[config.mk]
export PLATFORM = sky130hd
export DESIGN_NAME = hash_dollar_frame_letter_counter
export DESIGN_NICKNAME = d
export VERILOG_FILES = /design/src/sv/hdflc_pkg.sv /design/src/sv/hdflc_ram.sv /design/src/sv/hdflc_ctrl.sv /design/src/sv/hdflc_dpath.sv /design/src/sv/hash_dollar_frame_letter_counter.sv
export SDC_FILE = /design/constraint.sdc
export NUM_CORES = 1
export LEC_CHECK = 0
export ABC_CLOCK_PERIOD_IN_PS = 3200
export BUFFER_PORTS_ARGS = -buffer_cell sky130_fd_sc_hd__buf_4
export CAP_MARGIN = 20
export CELL_PAD_IN_SITES_DETAIL_PLACEMENT = 1
export CELL_PAD_IN_SITES_GLOBAL_PLACEMENT = 1
export CORE_MARGIN = 4
export CORE_UTILIZATION = 47
export CTS_BUF_LIST = sky130_fd_sc_hd__clkbuf_16
export DETAILED_ROUTE_END_ITERATION = 6
export PLACE_DENSITY_LB_ADDON = 0.2
export SLEW_MARGIN = 20
export SYNTH_ARGS = -nofsm -noshare
export SYNTH_HDL_FRONTEND = slang
export SYNTH_SLANG_ARGS = --single-unit
[constraint.sdc]
create_clock -name clk_i -period 3.2 [get_ports clk_i]
set_input_delay 0.16 -clock clk_i [delete_from_list [all_inputs] [get_ports clk_i]]
set_output_delay 0.16 -clock clk_i [all_outputs]
set_load 0.02 [all_outputs]
[src/sv/hdflc_pkg.sv]
`default_nettype none

package hdflc_pkg;

  // Default depth of the payload store
  localparam int unsigned MAX_PAYLOAD_DEF = 64;

  localparam int unsigned IN_TDATA_W  = 8;
  localparam int unsigned OUT_TDATA_W = 40;
  localparam int unsigned OUT_PAD_W   = 5;

  // Configuration port
  localparam int unsigned CFG_IDX_W  = 2;
  localparam int unsigned CFG_DATA_W = 8;

  localparam logic [CFG_IDX_W-1:0] REG_START_CHAR    = 2'd0;
  localparam logic [CFG_IDX_W-1:0] REG_END_CHAR      = 2'd1;
  localparam logic [CFG_IDX_W-1:0] REG_PAYLOAD_LIMIT = 2'd2;

  localparam logic [7:0] START_CHAR_RST    = 8'h23;
  localparam logic [7:0] END_CHAR_RST      = 8'h24;
  localparam logic [6:0] PAYLOAD_LIMIT_RST = 7'd34;

  localparam logic [7:0] CH_LOWER_A = 8'h61;
  localparam logic [7:0] CH_LOWER_Z = 8'h7a;
  localparam logic [7:0] CH_UPPER_A = 8'h41;
  localparam logic [7:0] CH_UPPER_Z = 8'h5a;

  // Controller to datapath
  typedef struct packed {
    logic take_byte;  // input word accepted this cycle
    logic rd_en;      // read the payload store
    logic idx_adv;    // step to the next payload byte of the burst
  } ctrl_cmd_t;

  // Datapath to controller
  typedef struct packed {
    logic end_hit;     // byte closes an open frame
    logic len_zero;    // stored frame is empty
    logic burst_last;  // current result is the last of the burst
  } ctrl_stat_t;

endpackage

`default_nettype wire

[src/sv/hdflc_ram.sv]
`default_nettype none

module hdflc_ram #(
  parameter int unsigned WIDTH = 8,
  parameter int unsigned DEPTH = 64
) (
  input  wire logic                     clk_i,
  input  wire logic                     we_i,
  input  wire logic [$clog2(DEPTH)-1:0] waddr_i,
  input  wire logic [WIDTH-1:0]         wdata_i,
  input  wire logic                     re_i,
  input  wire logic [$clog2(DEPTH)-1:0] raddr_i,
  output logic      [WIDTH-1:0]         rdata_o
);

  logic [WIDTH-1:0] mem_q [DEPTH];

  always_ff @(posedge clk_i) begin
    if (we_i) begin
      mem_q[waddr_i] <= wdata_i;
    end
    if (re_i) begin
      rdata_o <= mem_q[raddr_i];
    end
  end

endmodule

`default_nettype wire

[src/sv/hdflc_ctrl.sv]
`default_nettype none

module hdflc_ctrl (
  input  wire logic                   clk_i,
  input  wire logic                   rst_ni,
  input  wire logic                   s_tvalid_i,
  output logic                        s_tready_o,
  output logic                        m_tvalid_o,
  input  wire logic                   m_tready_i,
  output hdflc_pkg::ctrl_cmd_t        cmd_o,
  input  wire hdflc_pkg::ctrl_stat_t  stat_i
);

  typedef enum logic [2:0] {
    ST_IDLE = 3'b001,
    ST_READ = 3'b010,
    ST_SHOW = 3'b100
  } state_e;

  state_e state_q, state_d;

  always_comb begin
    state_d       = state_q;
    s_tready_o    = 1'b0;
    m_tvalid_o    = 1'b0;
    cmd_o         = '0;
    case (state_q)
      ST_IDLE: begin
        s_tready_o      = 1'b1;
        cmd_o.take_byte = s_tvalid_i;
        if (s_tvalid_i && stat_i.end_hit) begin
          // empty frame skips the store read
          state_d = stat_i.len_zero ? ST_SHOW : ST_READ;
        end
      end
      ST_READ: begin
        cmd_o.rd_en = 1'b1;
        state_d     = ST_SHOW;
      end
      ST_SHOW: begin
        m_tvalid_o = 1'b1;
        if (m_tready_i) begin
          if (stat_i.burst_last) begin
            state_d = ST_IDLE;
          end else begin
            // prefetch the next byte while this word leaves
            cmd_o.rd_en   = 1'b1;
            cmd_o.idx_adv = 1'b1;
          end
        end
      end
      default: begin
        state_d = ST_IDLE;
      end
    endcase
  end

  always_ff @(posedge clk_i or negedge rst_ni) begin
    if (!rst_ni) begin
      state_q <= ST_IDLE;
    end else begin
      state_q <= state_d;
    end
  end

endmodule

`default_nettype wire

[src/sv/hdflc_dpath.sv]
`default_nettype none

module hdflc_dpath #(
  parameter int unsigned MAX_PAYLOAD = hdflc_pkg::MAX_PAYLOAD_DEF
) (
  input  wire logic                             clk_i,
  input  wire logic                             rst_ni,
  input  wire logic                             cfg_we_i,
  input  wire logic [hdflc_pkg::CFG_IDX_W-1:0]  cfg_idx_i,
  input  wire logic [hdflc_pkg::CFG_DATA_W-1:0] cfg_data_i,
  input  wire logic [7:0]                       rx_byte_i,
  input  wire hdflc_pkg::ctrl_cmd_t             cmd_i,
  output hdflc_pkg::ctrl_stat_t                 stat_o,
  output logic      [7:0]                       payload_byte_o,
  output logic                                  byte_valid_o,
  output logic      [5:0]                       byte_index_o,
  output logic      [6:0]                       frame_length_o,
  output logic      [6:0]                       lower_count_o,
  output logic      [6:0]                       upper_count_o,
  output logic                                  last_o
);

  localparam int unsigned LW = $clog2(MAX_PAYLOAD + 1);
  localparam int unsigned AW = $clog2(MAX_PAYLOAD);
  localparam int unsigned EW = (LW > 7) ? LW : 7;

  logic [7:0]    start_char_q, end_char_q;
  logic [6:0]    limit_q;
  logic          open_q, open_d;
  logic [LW-1:0] len_q, len_d;
  logic [LW-1:0] low_q, low_d;
  logic [LW-1:0] up_q, up_d;
  logic [LW-1:0] idx_q, idx_d;
  logic [LW-1:0] idx_inc;

  logic          is_start, is_end, is_lower, is_upper, full, store_en;
  logic [EW-1:0] len_ext, low_ext, up_ext, idx_ext, lim_ext, max_ext;
  logic [7:0]    ram_rdata;
  logic [AW-1:0] raddr;

  always_ff @(posedge clk_i or negedge rst_ni) begin
    if (!rst_ni) begin
      start_char_q <= hdflc_pkg::START_CHAR_RST;
      end_char_q   <= hdflc_pkg::END_CHAR_RST;
      limit_q      <= hdflc_pkg::PAYLOAD_LIMIT_RST;
    end else if (cfg_we_i) begin
      case (cfg_idx_i)
        hdflc_pkg::REG_START_CHAR:    start_char_q <= cfg_data_i;
        hdflc_pkg::REG_END_CHAR:      end_char_q   <= cfg_data_i;
        hdflc_pkg::REG_PAYLOAD_LIMIT: limit_q      <= cfg_data_i[6:0];
        default: ;
      endcase
    end
  end

  assign is_start = (rx_byte_i == start_char_q);
  assign is_end   = (rx_byte_i == end_char_q);
  assign is_lower = rx_byte_i inside {[hdflc_pkg::CH_LOWER_A:hdflc_pkg::CH_LOWER_Z]};
  assign is_upper = rx_byte_i inside {[hdflc_pkg::CH_UPPER_A:hdflc_pkg::CH_UPPER_Z]};

  assign len_ext = EW'(len_q);
  assign low_ext = EW'(low_q);
  assign up_ext  = EW'(up_q);
  assign idx_ext = EW'(idx_q);
  assign lim_ext = EW'(limit_q);
  assign max_ext = EW'(MAX_PAYLOAD);

  // limit above the store depth acts as the depth
  assign full     = (len_ext >= lim_ext) || (len_ext >= max_ext);
  assign store_en = cmd_i.take_byte && open_q && !is_start && !is_end && !full;
  assign idx_inc  = idx_q + LW'(1);

  always_comb begin
    open_d = open_q;
    len_d  = len_q;
    low_d  = low_q;
    up_d   = up_q;
    idx_d  = idx_q;
    if (cmd_i.take_byte) begin
      if (is_start) begin
        open_d = 1'b1;
        len_d  = '0;
        low_d  = '0;
        up_d   = '0;
      end else if (open_q) begin
        if (is_end) begin
          open_d = 1'b0;
          idx_d  = '0;
        end else if (full) begin
          // overlong frame: drop it silently
          open_d = 1'b0;
          len_d  = '0;
          low_d  = '0;
          up_d   = '0;
        end else begin
          len_d = len_q + LW'(1);
          if (is_lower) begin
            low_d = low_q + LW'(1);
          end else if (is_upper) begin
            up_d = up_q + LW'(1);
          end
        end
      end
    end else if (cmd_i.idx_adv) begin
      idx_d = idx_inc;
    end
  end

  always_ff @(posedge clk_i or negedge rst_ni) begin
    if (!rst_ni) begin
      open_q <= 1'b0;
      len_q  <= '0;
      low_q  <= '0;
      up_q   <= '0;
      idx_q  <= '0;
    end else begin
      open_q <= open_d;
      len_q  <= len_d;
      low_q  <= low_d;
      up_q   <= up_d;
      idx_q  <= idx_d;
    end
  end

  assign raddr = cmd_i.idx_adv ? idx_inc[AW-1:0] : idx_q[AW-1:0];

  hdflc_ram #(
    .WIDTH (8),
    .DEPTH (MAX_PAYLOAD)
  ) u_store (
    .clk_i   (clk_i),
    .we_i    (store_en),
    .waddr_i (len_q[AW-1:0]),
    .wdata_i (rx_byte_i),
    .re_i    (cmd_i.rd_en),
    .raddr_i (raddr),
    .rdata_o (ram_rdata)
  );

  assign stat_o.end_hit    = open_q && !is_start && is_end;
  assign stat_o.len_zero   = (len_q == '0);
  assign stat_o.burst_last = stat_o.len_zero || (idx_inc == len_q);

  assign payload_byte_o = stat_o.len_zero ? 8'h00 : ram_rdata;
  assign byte_valid_o   = !stat_o.len_zero;
  assign byte_index_o   = idx_ext[5:0];
  assign frame_length_o = len_ext[6:0];
  assign lower_count_o  = low_ext[6:0];
  assign upper_count_o  = up_ext[6:0];
  assign last_o         = stat_o.burst_last;

endmodule

`default_nettype wire

[src/sv/hash_dollar_frame_letter_counter.sv]
// Frame letter counter: scans a received byte stream for frames made of a start
// byte, payload bytes and an end byte (by default '#' and '$', set via the
// configuration port). Payload bytes are kept in a store of MAX_PAYLOAD bytes and
// lower- and upper-case letters are counted; a frame that grows past
// payload_limit is dropped without output. The end byte releases the frame as a
// burst of words, one payload byte each with its index, the frame length, both
// counts and tlast on the final word; an empty frame gives a single word with
// tuser low. Each received byte is taken while no burst is pending. A burst
// starts with the registered read of the payload store, skipped for an empty
// frame, then gives one word per cycle while the sink does not stall, since the
// next store read is issued while the current word is taken. No input is taken
// while a burst is out. There is no clearing pass after reset; the store is only
// read where the current frame wrote it.
`default_nettype none

module hash_dollar_frame_letter_counter #(
  parameter int unsigned MAX_PAYLOAD = hdflc_pkg::MAX_PAYLOAD_DEF
) (
  input  wire logic                                clk_i,
  input  wire logic                                rst_ni,
  input  wire logic                                cfg_we_i,
  input  wire logic [hdflc_pkg::CFG_IDX_W-1:0]     cfg_idx_i,
  input  wire logic [hdflc_pkg::CFG_DATA_W-1:0]    cfg_data_i,
  input  wire logic                                s_axis_tvalid,
  output logic                                     s_axis_tready,
  // [7:0] rx_byte
  input  wire logic [hdflc_pkg::IN_TDATA_W-1:0]    s_axis_tdata,
  output logic                                     m_axis_tvalid,
  input  wire logic                                m_axis_tready,
  // [7:0] payload_byte, [13:8] byte_index, [20:14] frame_length,
  // [27:21] lower_count, [34:28] upper_count, [39:35] zero
  output logic      [hdflc_pkg::OUT_TDATA_W-1:0]   m_axis_tdata,
  // [0] byte_valid
  output logic                                     m_axis_tuser,
  output logic                                     m_axis_tlast
);

  hdflc_pkg::ctrl_cmd_t  cmd;
  hdflc_pkg::ctrl_stat_t stat;

  logic [7:0] payload_byte;
  logic [5:0] byte_index;
  logic [6:0] frame_length, lower_count, upper_count;

  hdflc_ctrl u_ctrl (
    .clk_i      (clk_i),
    .rst_ni     (rst_ni),
    .s_tvalid_i (s_axis_tvalid),
    .s_tready_o (s_axis_tready),
    .m_tvalid_o (m_axis_tvalid),
    .m_tready_i (m_axis_tready),
    .cmd_o      (cmd),
    .stat_i     (stat)
  );

  hdflc_dpath #(
    .MAX_PAYLOAD (MAX_PAYLOAD)
  ) u_dpath (
    .clk_i          (clk_i),
    .rst_ni         (rst_ni),
    .cfg_we_i       (cfg_we_i),
    .cfg_idx_i      (cfg_idx_i),
    .cfg_data_i     (cfg_data_i),
    .rx_byte_i      (s_axis_tdata[7:0]),
    .cmd_i          (cmd),
    .stat_o         (stat),
    .payload_byte_o (payload_byte),
    .byte_valid_o   (m_axis_tuser),
    .byte_index_o   (byte_index),
    .frame_length_o (frame_length),
    .lower_count_o  (lower_count),
    .upper_count_o  (upper_count),
    .last_o         (m_axis_tlast)
  );

  assign m_axis_tdata = {{hdflc_pkg::OUT_PAD_W{1'b0}}, upper_count, lower_count,
                         frame_length, byte_index, payload_byte};

  // input side is closed while a burst is out
  a_one_side: assert property (@(posedge clk_i) disable iff (!rst_ni)
    m_axis_tvalid |-> !s_axis_tready)
    else $error("input taken during a burst");

  // an empty frame is a single word
  a_empty_last: assert property (@(posedge clk_i) disable iff (!rst_ni)
    (m_axis_tvalid && !m_axis_tuser) |-> m_axis_tlast)
    else $error("empty frame word without tlast");

  // a taken word that is not last is followed at once by the next word
  a_burst_cont: assert property (@(posedge clk_i) disable iff (!rst_ni)
    (m_axis_tvalid && m_axis_tready && !m_axis_tlast) |=> m_axis_tvalid)
    else $error("burst broke off before tlast");

  // an accepted closing byte of an empty frame goes straight to its word, with no store read
  a_end_burst: assert property (@(posedge clk_i) disable iff (!rst_ni)
    (cmd.take_byte && stat.end_hit) |=> (m_axis_tvalid || $past(!stat.len_zero)))
    else $error("empty frame did not show its word");

endmodule

`default_nettype wire

* Word-level counts from Yosys, hierarchy flattened
Memories as Yosys holds them, arrays and structs flattened. A register that Yosys moved wholly into a read port is not among the register bits.
Index checks and enable logic that the tools add are counted.
Widths: inputs -> output; s select.
** Operators by class
- Add/sub/neg operators :: 4
- $mul :: 0
- Divide/modulo/power cells :: 0
- $lt $le $gt $ge :: 6
- Eq/ne operators :: 16
- Shift-type cells :: 0
- Multiplexer cells :: 40
- Bitwise gates (word level) :: 0
- Reductions and logical operators :: 29
** Operators with widths (count)
- $mux 7 :: 20
- $add 7x1->7 const B :: 4
- $eq 8x8->1 :: 2
- $ge 8x7->1 const B :: 2
- $le 8x7->1 const B :: 2
- $mux 3 :: 4
- $mux 1 :: 10
- $ne 2x2->1 const B :: 5
- $logic_and 1x1->1 :: 9
- $pmux 3 s3 :: 1
- $mux 8 :: 1
- $reduce_and 4->1 :: 2
- $eq 7x7->1 :: 1
- $ge 7x7->1 :: 1
- $ge 7x7->1 const B :: 1
- $logic_not 7->1 :: 1
- $mux 6 :: 1
- $reduce_and 2->1 :: 3
- $reduce_and 3->1 :: 2
- $reduce_bool 3->1 :: 2
- $reduce_and 5->1 :: 1
- $logic_not 1->1 :: 4
- $mux 2 :: 2
- $ne 2x1->1 const B :: 2
- other kinds (10) :: 12
** Word-level totals
- Register bits :: 55
- Latch bits :: 0
- RAM bits :: 512
- Bits in read-only memories :: 0
- Input port bits :: 23
- Output and inout port bits :: 44
- Logic and storage cells :: 105
- Memories :: 1
** Memory list
- u_dpath.u_store.mem_q :: words 64, width 8, rd ports 1, clocked after Yosys merged registers in 1, wr ports 1, RTL line hdflc_ram.sv:16 : logic [WIDTH-1:0] mem_q [DEPTH];

* Longest topological paths before layout
- Depth after elaboration :: 8
- Mapped depth :: 18
- Depth with buffers taken out :: 12

* Cells and area by module
Synthesis repeated with hierarchy kept, for this count alone.
** Unflattened totals
- Cells, all modules :: 1281
- Area, all modules :: 23747.8 µm²
** By module, submodules not included
- hdflc_ram :: times used 1, cells an instance 940, area each 20246.9 µm², seq. area each 15615.0 µm²
- hdflc_dpath :: times used 1, cells an instance 315, area each 3265.6 µm², seq. area each 1310.0 µm²
- hdflc_ctrl :: times used 1, cells an instance 20, area each 193.9 µm², seq. area each 76.3 µm²
- hash_dollar_frame_letter_counter :: times used 1, cells an instance 6, area each 41.3 µm², seq. area each 0.0 µm²

* Worst setup path after synthesis
OpenSTA, ideal clock, no wires.
- Path kind :: flip-flop to flip-flop
- From :: reg u_dpath.len_q[0], in the netlist u_dpath.frame_length_o[0]
- To :: mem u_dpath.u_store.mem_q[62][0] (enable)
- Library setup time :: 371 ps
- Arrival :: 3254 ps
- Data required time :: 2829 ps
- Slack :: -424 ps
- Cell stages (with the launch flop) :: 14
- Path buffers :: 1
- Clock period less this slack :: 3624 ps
- Cells stage by stage :: dfrtp_1 > clkbuf_1 > inv_1 > ha_1 > nand2b_1 > a21o_1 > a21o_1 > a21o_1 > a21o_1 > a21oi_1 > o211ai_1 > nor3_1 > nand3_1 > nor2_1
** Between the ends
- Cells in the longest elaborated chain, start to end :: 6
- Elaborated cells between the ends (all ways) :: 7
- Those cells by class :: order compare (2); mux (2); reduce/logical (3)
** RTL lines
- from (decl) :: RTL line hdflc_dpath.sv:30 : logic [LW-1:0] len_q, len_d;
- from (signal assigned) :: RTL line hdflc_dpath.sv:118 : len_q <= len_d;
- $ge 7x7->1 :: RTL line hdflc_dpath.sv:69 : assign full = (len_ext >= lim_ext) || (len_ext >= max_ext);
- $logic_or 1x1->1 :: RTL line hdflc_dpath.sv:69
- $logic_not 1->1 :: RTL line hdflc_dpath.sv:70 : assign store_en = cmd_i.take_byte && open_q && !is_start && !is_end && !full;
- $logic_and 1x1->1 :: RTL line hdflc_dpath.sv:70
- $mux 1 :: RTL line hdflc_ram.sv:19 : if (we_i) begin
- $mux 1 (not written as such) :: RTL line hdflc_ram.sv:20 : mem_q[waddr_i] <= wdata_i;
- to (decl) :: RTL line hdflc_ram.sv:16
Several ways; a longest one is shown, not always the timed one.

* Final worst setup path
- From :: reg u_dpath.idx_q[0], in the netlist u_dpath.idx_ext[0]
- To :: reg u_dpath.u_store.rdata_o[2] (read register of u_dpath.u_store.mem_q) (data pin)
** Between the ends
- Cells in the longest elaborated chain, start to end :: 7
- Elaborated cells between the ends (all ways) :: 8
- Those cells by class :: add/sub (1); eq/ne (1); mux (5); reduce/logical (1)
** RTL lines
- from (decl) :: RTL line hdflc_dpath.sv:33 : logic [LW-1:0] idx_q, idx_d;
- from (signal assigned) :: RTL line hdflc_dpath.sv:121 : idx_q <= idx_d;
- $add 7x1->7 :: RTL line hdflc_dpath.sv:71 : assign idx_inc = idx_q + LW'(1);
- $eq 7x7->1 :: RTL line hdflc_dpath.sv:142 : assign stat_o.burst_last = stat_o.len_zero || (idx_inc == len_q);
- $logic_or 1x1->1 :: RTL line hdflc_dpath.sv:142
- $mux 2 :: RTL line hdflc_ctrl.sv:43 : if (stat_i.burst_last) begin
- $mux 2 :: RTL line hdflc_ctrl.sv:42 : if (m_tready_i) begin
- $mux 1 :: RTL line hdflc_ctrl.sv:27 : case (state_q)
- $mux 6 :: RTL line hdflc_dpath.sv:125 : assign raddr = cmd_i.idx_adv ? idx_inc[AW-1:0] : idx_q[AW-1:0];
- to (decl) :: RTL line hdflc_ram.sv:13 : output logic [WIDTH-1:0] rdata_o
Several ways; a longest one is shown, not always the timed one.
A chain may end at the register's enable or synchronous reset.

==> out/metrics.csv <==
metric,value,unit
post-route setup slack,-0.3893,ns
Rows,82,
Clock Tree Buf Depth,3,
largest net degree at the start of global routing,67,
number of flops mapped to enable cells by yosys,520,
met1 Usage GRT,37.38,%
DR iter-0 viols,1510,
ys async rst share,9.565,%
DP Worst Slack,-0.8739,ns
Worst-Skew Late Latency,0.63,ns
vias per inst,6.037,
Area Overhead vs Synth,32.28,%
final hold vios,0,
Post-Syn Instances,1659,
ANT nets after route,0,
Int Power,17.12,mW
Hold Path Stages,4,
failing checks,setup timing,
Peak supply drop,0.0005304,V
Lkg Pwr,11.54,nW
Fmax,278.6,MHz
initial antenna violation count,3,
Buf/Inv on CP,4,
"Primary FF master, synth",edfxtp_1,
Crit Path Class,flip-flop to flip-flop,
# IOs,67,
first-pass GRT wire length,113200,µm
Reg2Reg Depth,15,
Hold Crit Class,primary input to flip-flop,
leading cell types by total area after synthesis,"edfxtp_1 (65%), mux2i_1 (5.7%), dfrtp_1 (4.9%), nand2_1 (4.5%), a32o_1 (1.7%)",
syn_area_per_cell,14.39,µm²
net switching power,8.618,mW
Worst-path clk slew,0.07,ns
vias after detailed routing,16490,
CP max FO,7,
slew margin rel.,27.20,%
Stages on worst setup path,15,
Tot GR Track Use,28.27,%
number of remaining DRC errors,0,
Yosys warnings,0,
maxcap violations,0,
CTS sink cnt,575,
CTS root buffer,clkbuf_16,
CP peak stage delay,0.45,ns
critical path cell sequence,"ha_4, and3_4, a211o_1, a31o_1, o211a_4, o22a_4, buf_12, buf_12, buf_6, mux2i_1, a222oi_1, buf_4, nand4_1, and4_4, mux2i_1",
grt met2 use,47.77,%
Finished Core Util,62.94,%
CTS tree,built,
Die Ht,233.4,µm
final worst path period share,112.2,%
"CP delay by family, top",compound AO/OA/AOI/OAI gates,
Clk network pwr share,27.1,%
Pins Over Slew Limit,0,
Starting Density,47.58,%
Yosys top cell area share,65.41,%
Port Buffers,61,
post-synth cell types,63,
M3 GR Usage,5.634,%
final wirelength,79860,µm
Critical Path AT,4.05,ns
fill count,4550,
Sequential Power Share,33.0,%
die width,233.4,µm
Gate power share,39.9,%
global route hottest layer,met2,
H-tree levels,2,
Yosys top cell by area,edfxtp_1,
RSZ-0062 raised after global routing,yes,
status,"finished, violations left",
Final min period,3.589,ns
GPL Wtd Cong,0.8524,
PwrDens,815.1,nW/µm²
worst slew pin tran,1.089,ns
Worst Setup Start Kind,flip-flop,
drt first pass iters,6,
DIE AREA,54460,µm²
Yosys reg bits,575,
post-synthesis cell area,23870,µm²
Worst Setup End Kind,flip-flop,
layout cells sized above 1,32.80,%
sw frac,33.49,%
final setup vio count,86,
routed length per instance,29.23,µm
final net count,2045,
"Slowest-stage cell, CP",dfrtp_2,
Setup Skew,0.03056,ns
vias in the first global route,17180,
Core ar.,50170,µm²
CP required,3.66,ns
post-DP HPWL,46150,µm
post-synthesis sequential area ratio,71.22,%
GRT overflow,0,
Num CTS Buffers,57,
==> what timing repair did <==
action,4_1_cts,5_1_grt
hold endpoints to repair,88,0
pin swaps,64,54
setup buffers,59,23
setup endpoints to repair,494,504
resized for setup,134,69
hold buffers,15,0
gates cloned,7,1
==> per-stage QoR <==
stage | power, mW | hold slack (ns) | cells | TNS [ns] | cell area, µm²
floorplan | 12.79 | -0.1356 | 1663 | -3.501 | 24460
global placement | 16.30 | 0.2554 | 2521 | -13.26 | 27420
detailed placement | 16.49 | 0.2633 | 2521 | -28.06 | 27420
CTS | 24.98 | 0.08122 | 2708 | -1.973 | 30930
global route | 26.60 | 0.09975 | 2730 | -33.50 | 31570
finish | 25.74 | 0.1105 | 2732 | -3.878 | 31580
==> cells by family (layout without fill, tap and decap cells) <==
logic type	count (synthesis)	in the layout	share of synthesized area, %
XOR/XNOR	33	33	1.274
AO/OA/AOI/OAI	175	175	5.980
other	1	7	0.01571
adder cells (fa/ha/maj)	12	12	0.6289
buffers and inverters	121	516	2.673
multiplexers	160	160	6.835
flip-flops	575	575	71.22
AND/OR/NAND/NOR	582	582	11.37
==> synth_stat cells, types with 17 or more instances <==
cell type / count
nand3_1: 61
buf_2: 29
a32o_1: 40
o21ai_0: 31
mux2i_1: 136
edfxtp_1: 520
nor2_1: 88
nand4_1: 22
mux2_2: 24
buf_4: 29
nand2_1: 289
a2111oi_0: 25
and3_1: 33
clkbuf_1: 37
dfrtp_1: 47
xor2_1: 19
a32oi_1: 17
==> placed cells by master (no fill, tap or decap), types with 16 or more instances in the layout <==
| master | Yosys | layout |
|---|---|---|
| a222oi_1 | 16 | 16 |
| a32o_1 | 40 | 33 |
| and3_1 | 33 | 27 |
| buf_12 | 0 | 69 |
| buf_4 | 29 | 259 |
| buf_6 | 5 | 35 |
| clkbuf_16 | 0 | 59 |
| dfrtp_1 | 47 | 41 |
| edfxtp_1 | 520 | 520 |
| inv_1 | 16 | 25 |
| mux2_2 | 24 | 24 |
| mux2i_1 | 136 | 127 |
| nand2_1 | 289 | 284 |
| nand3_1 | 61 | 56 |
| nand4_1 | 22 | 22 |
| nand4b_1 | 16 | 16 |
| nor2_1 | 88 | 22 |
| nor2_4 | 0 | 65 |
| o21ai_0 | 31 | 28 |
| xor2_1 | 19 | 17 |
==> final timing paths <==
check | start | endpoint | slack [ns]
worst max-delay path | u_dpath.idx_ext[0]$_DFFE_PN0P_ | u_dpath.u_store.rdata_o[2]$_DFFE_PP_ | -0.39
worst min-delay path | cfg_idx_i[0] | u_dpath.start_char_q[6]$_DFFE_PN0P_ | 0.11
worst max register to register | u_dpath.idx_ext[0]$_DFFE_PN0P_ | u_dpath.u_store.rdata_o[2]$_DFFE_PP_ | -0.39
worst min register to register | u_dpath.lim_ext[2]$_DFFE_PN0P_ | u_dpath.lim_ext[2]$_DFFE_PN0P_ | 0.52
max in group asynchronous | rst_ni | u_dpath.idx_ext[1]$_DFFE_PN0P_ | 2.48
min in group asynchronous | rst_ni | u_dpath.start_char_q[6]$_DFFE_PN0P_ | 0.17
==> routing by layer <==
metal,part of all wire [%],wire [µm]
met5,0.016,13
met1,39,31060
met2,50,40160
met3,7.4,5920
met4,3.4,2700
==> tightest hold or removal path, delay by kind of cell <==
family                 cells  cell delay [ns]
AND/OR/NAND/NOR            1             0.04
buffers and inverters      2             0.26
multiplexers               1             0.22
==> final cells by class <==
| cell class | count | area [µm²] | share of cell area, % |
|---|---|---|---|
| Sequential cell | 575 | 17010 | 53.87 |
| Multi-Input combinational cell | 967 | 7535 | 23.86 |
| Timing Repair Buffer | 392 | 4190 | 13.27 |
| Clock buffer | 58 | 1451 | 4.596 |
| Tap cell | 672 | 840.8 | 2.663 |
| Clock inverter | 49 | 481.7 | 1.526 |
| Inverter | 17 | 63.81 | 0.2021 |
| Antenna cell | 2 | 5.005 | 0.01585 |
==> state kept, by name (all words and copies together) (netlist names) <==
register and cells:
u_ctrl.state_q 3, u_dpath.lower_count_o 7, u_dpath.upper_count_o 7, u_dpath.open_q 1, u_dpath.start_char_q 8, u_dpath.frame_length_o 7, u_dpath.lim_ext 7, u_dpath.end_char_q 8
u_dpath.u_store.mem_q 512, u_dpath.u_store.rdata_o 8, u_dpath.idx_ext 7
==> power groups by stage <==
stage,clock (mW),sequential (mW),combinational [mW]
after detailed placement,0,8.61,7.88
after global placement,0,8.60,7.69
final,6.98,8.48,10.3
after CTS,6.99,8.47,9.52
after global routing,7.41,8.49,10.7
after floorplan,0,8.64,4.15
(Power assumes the default switching activity.)
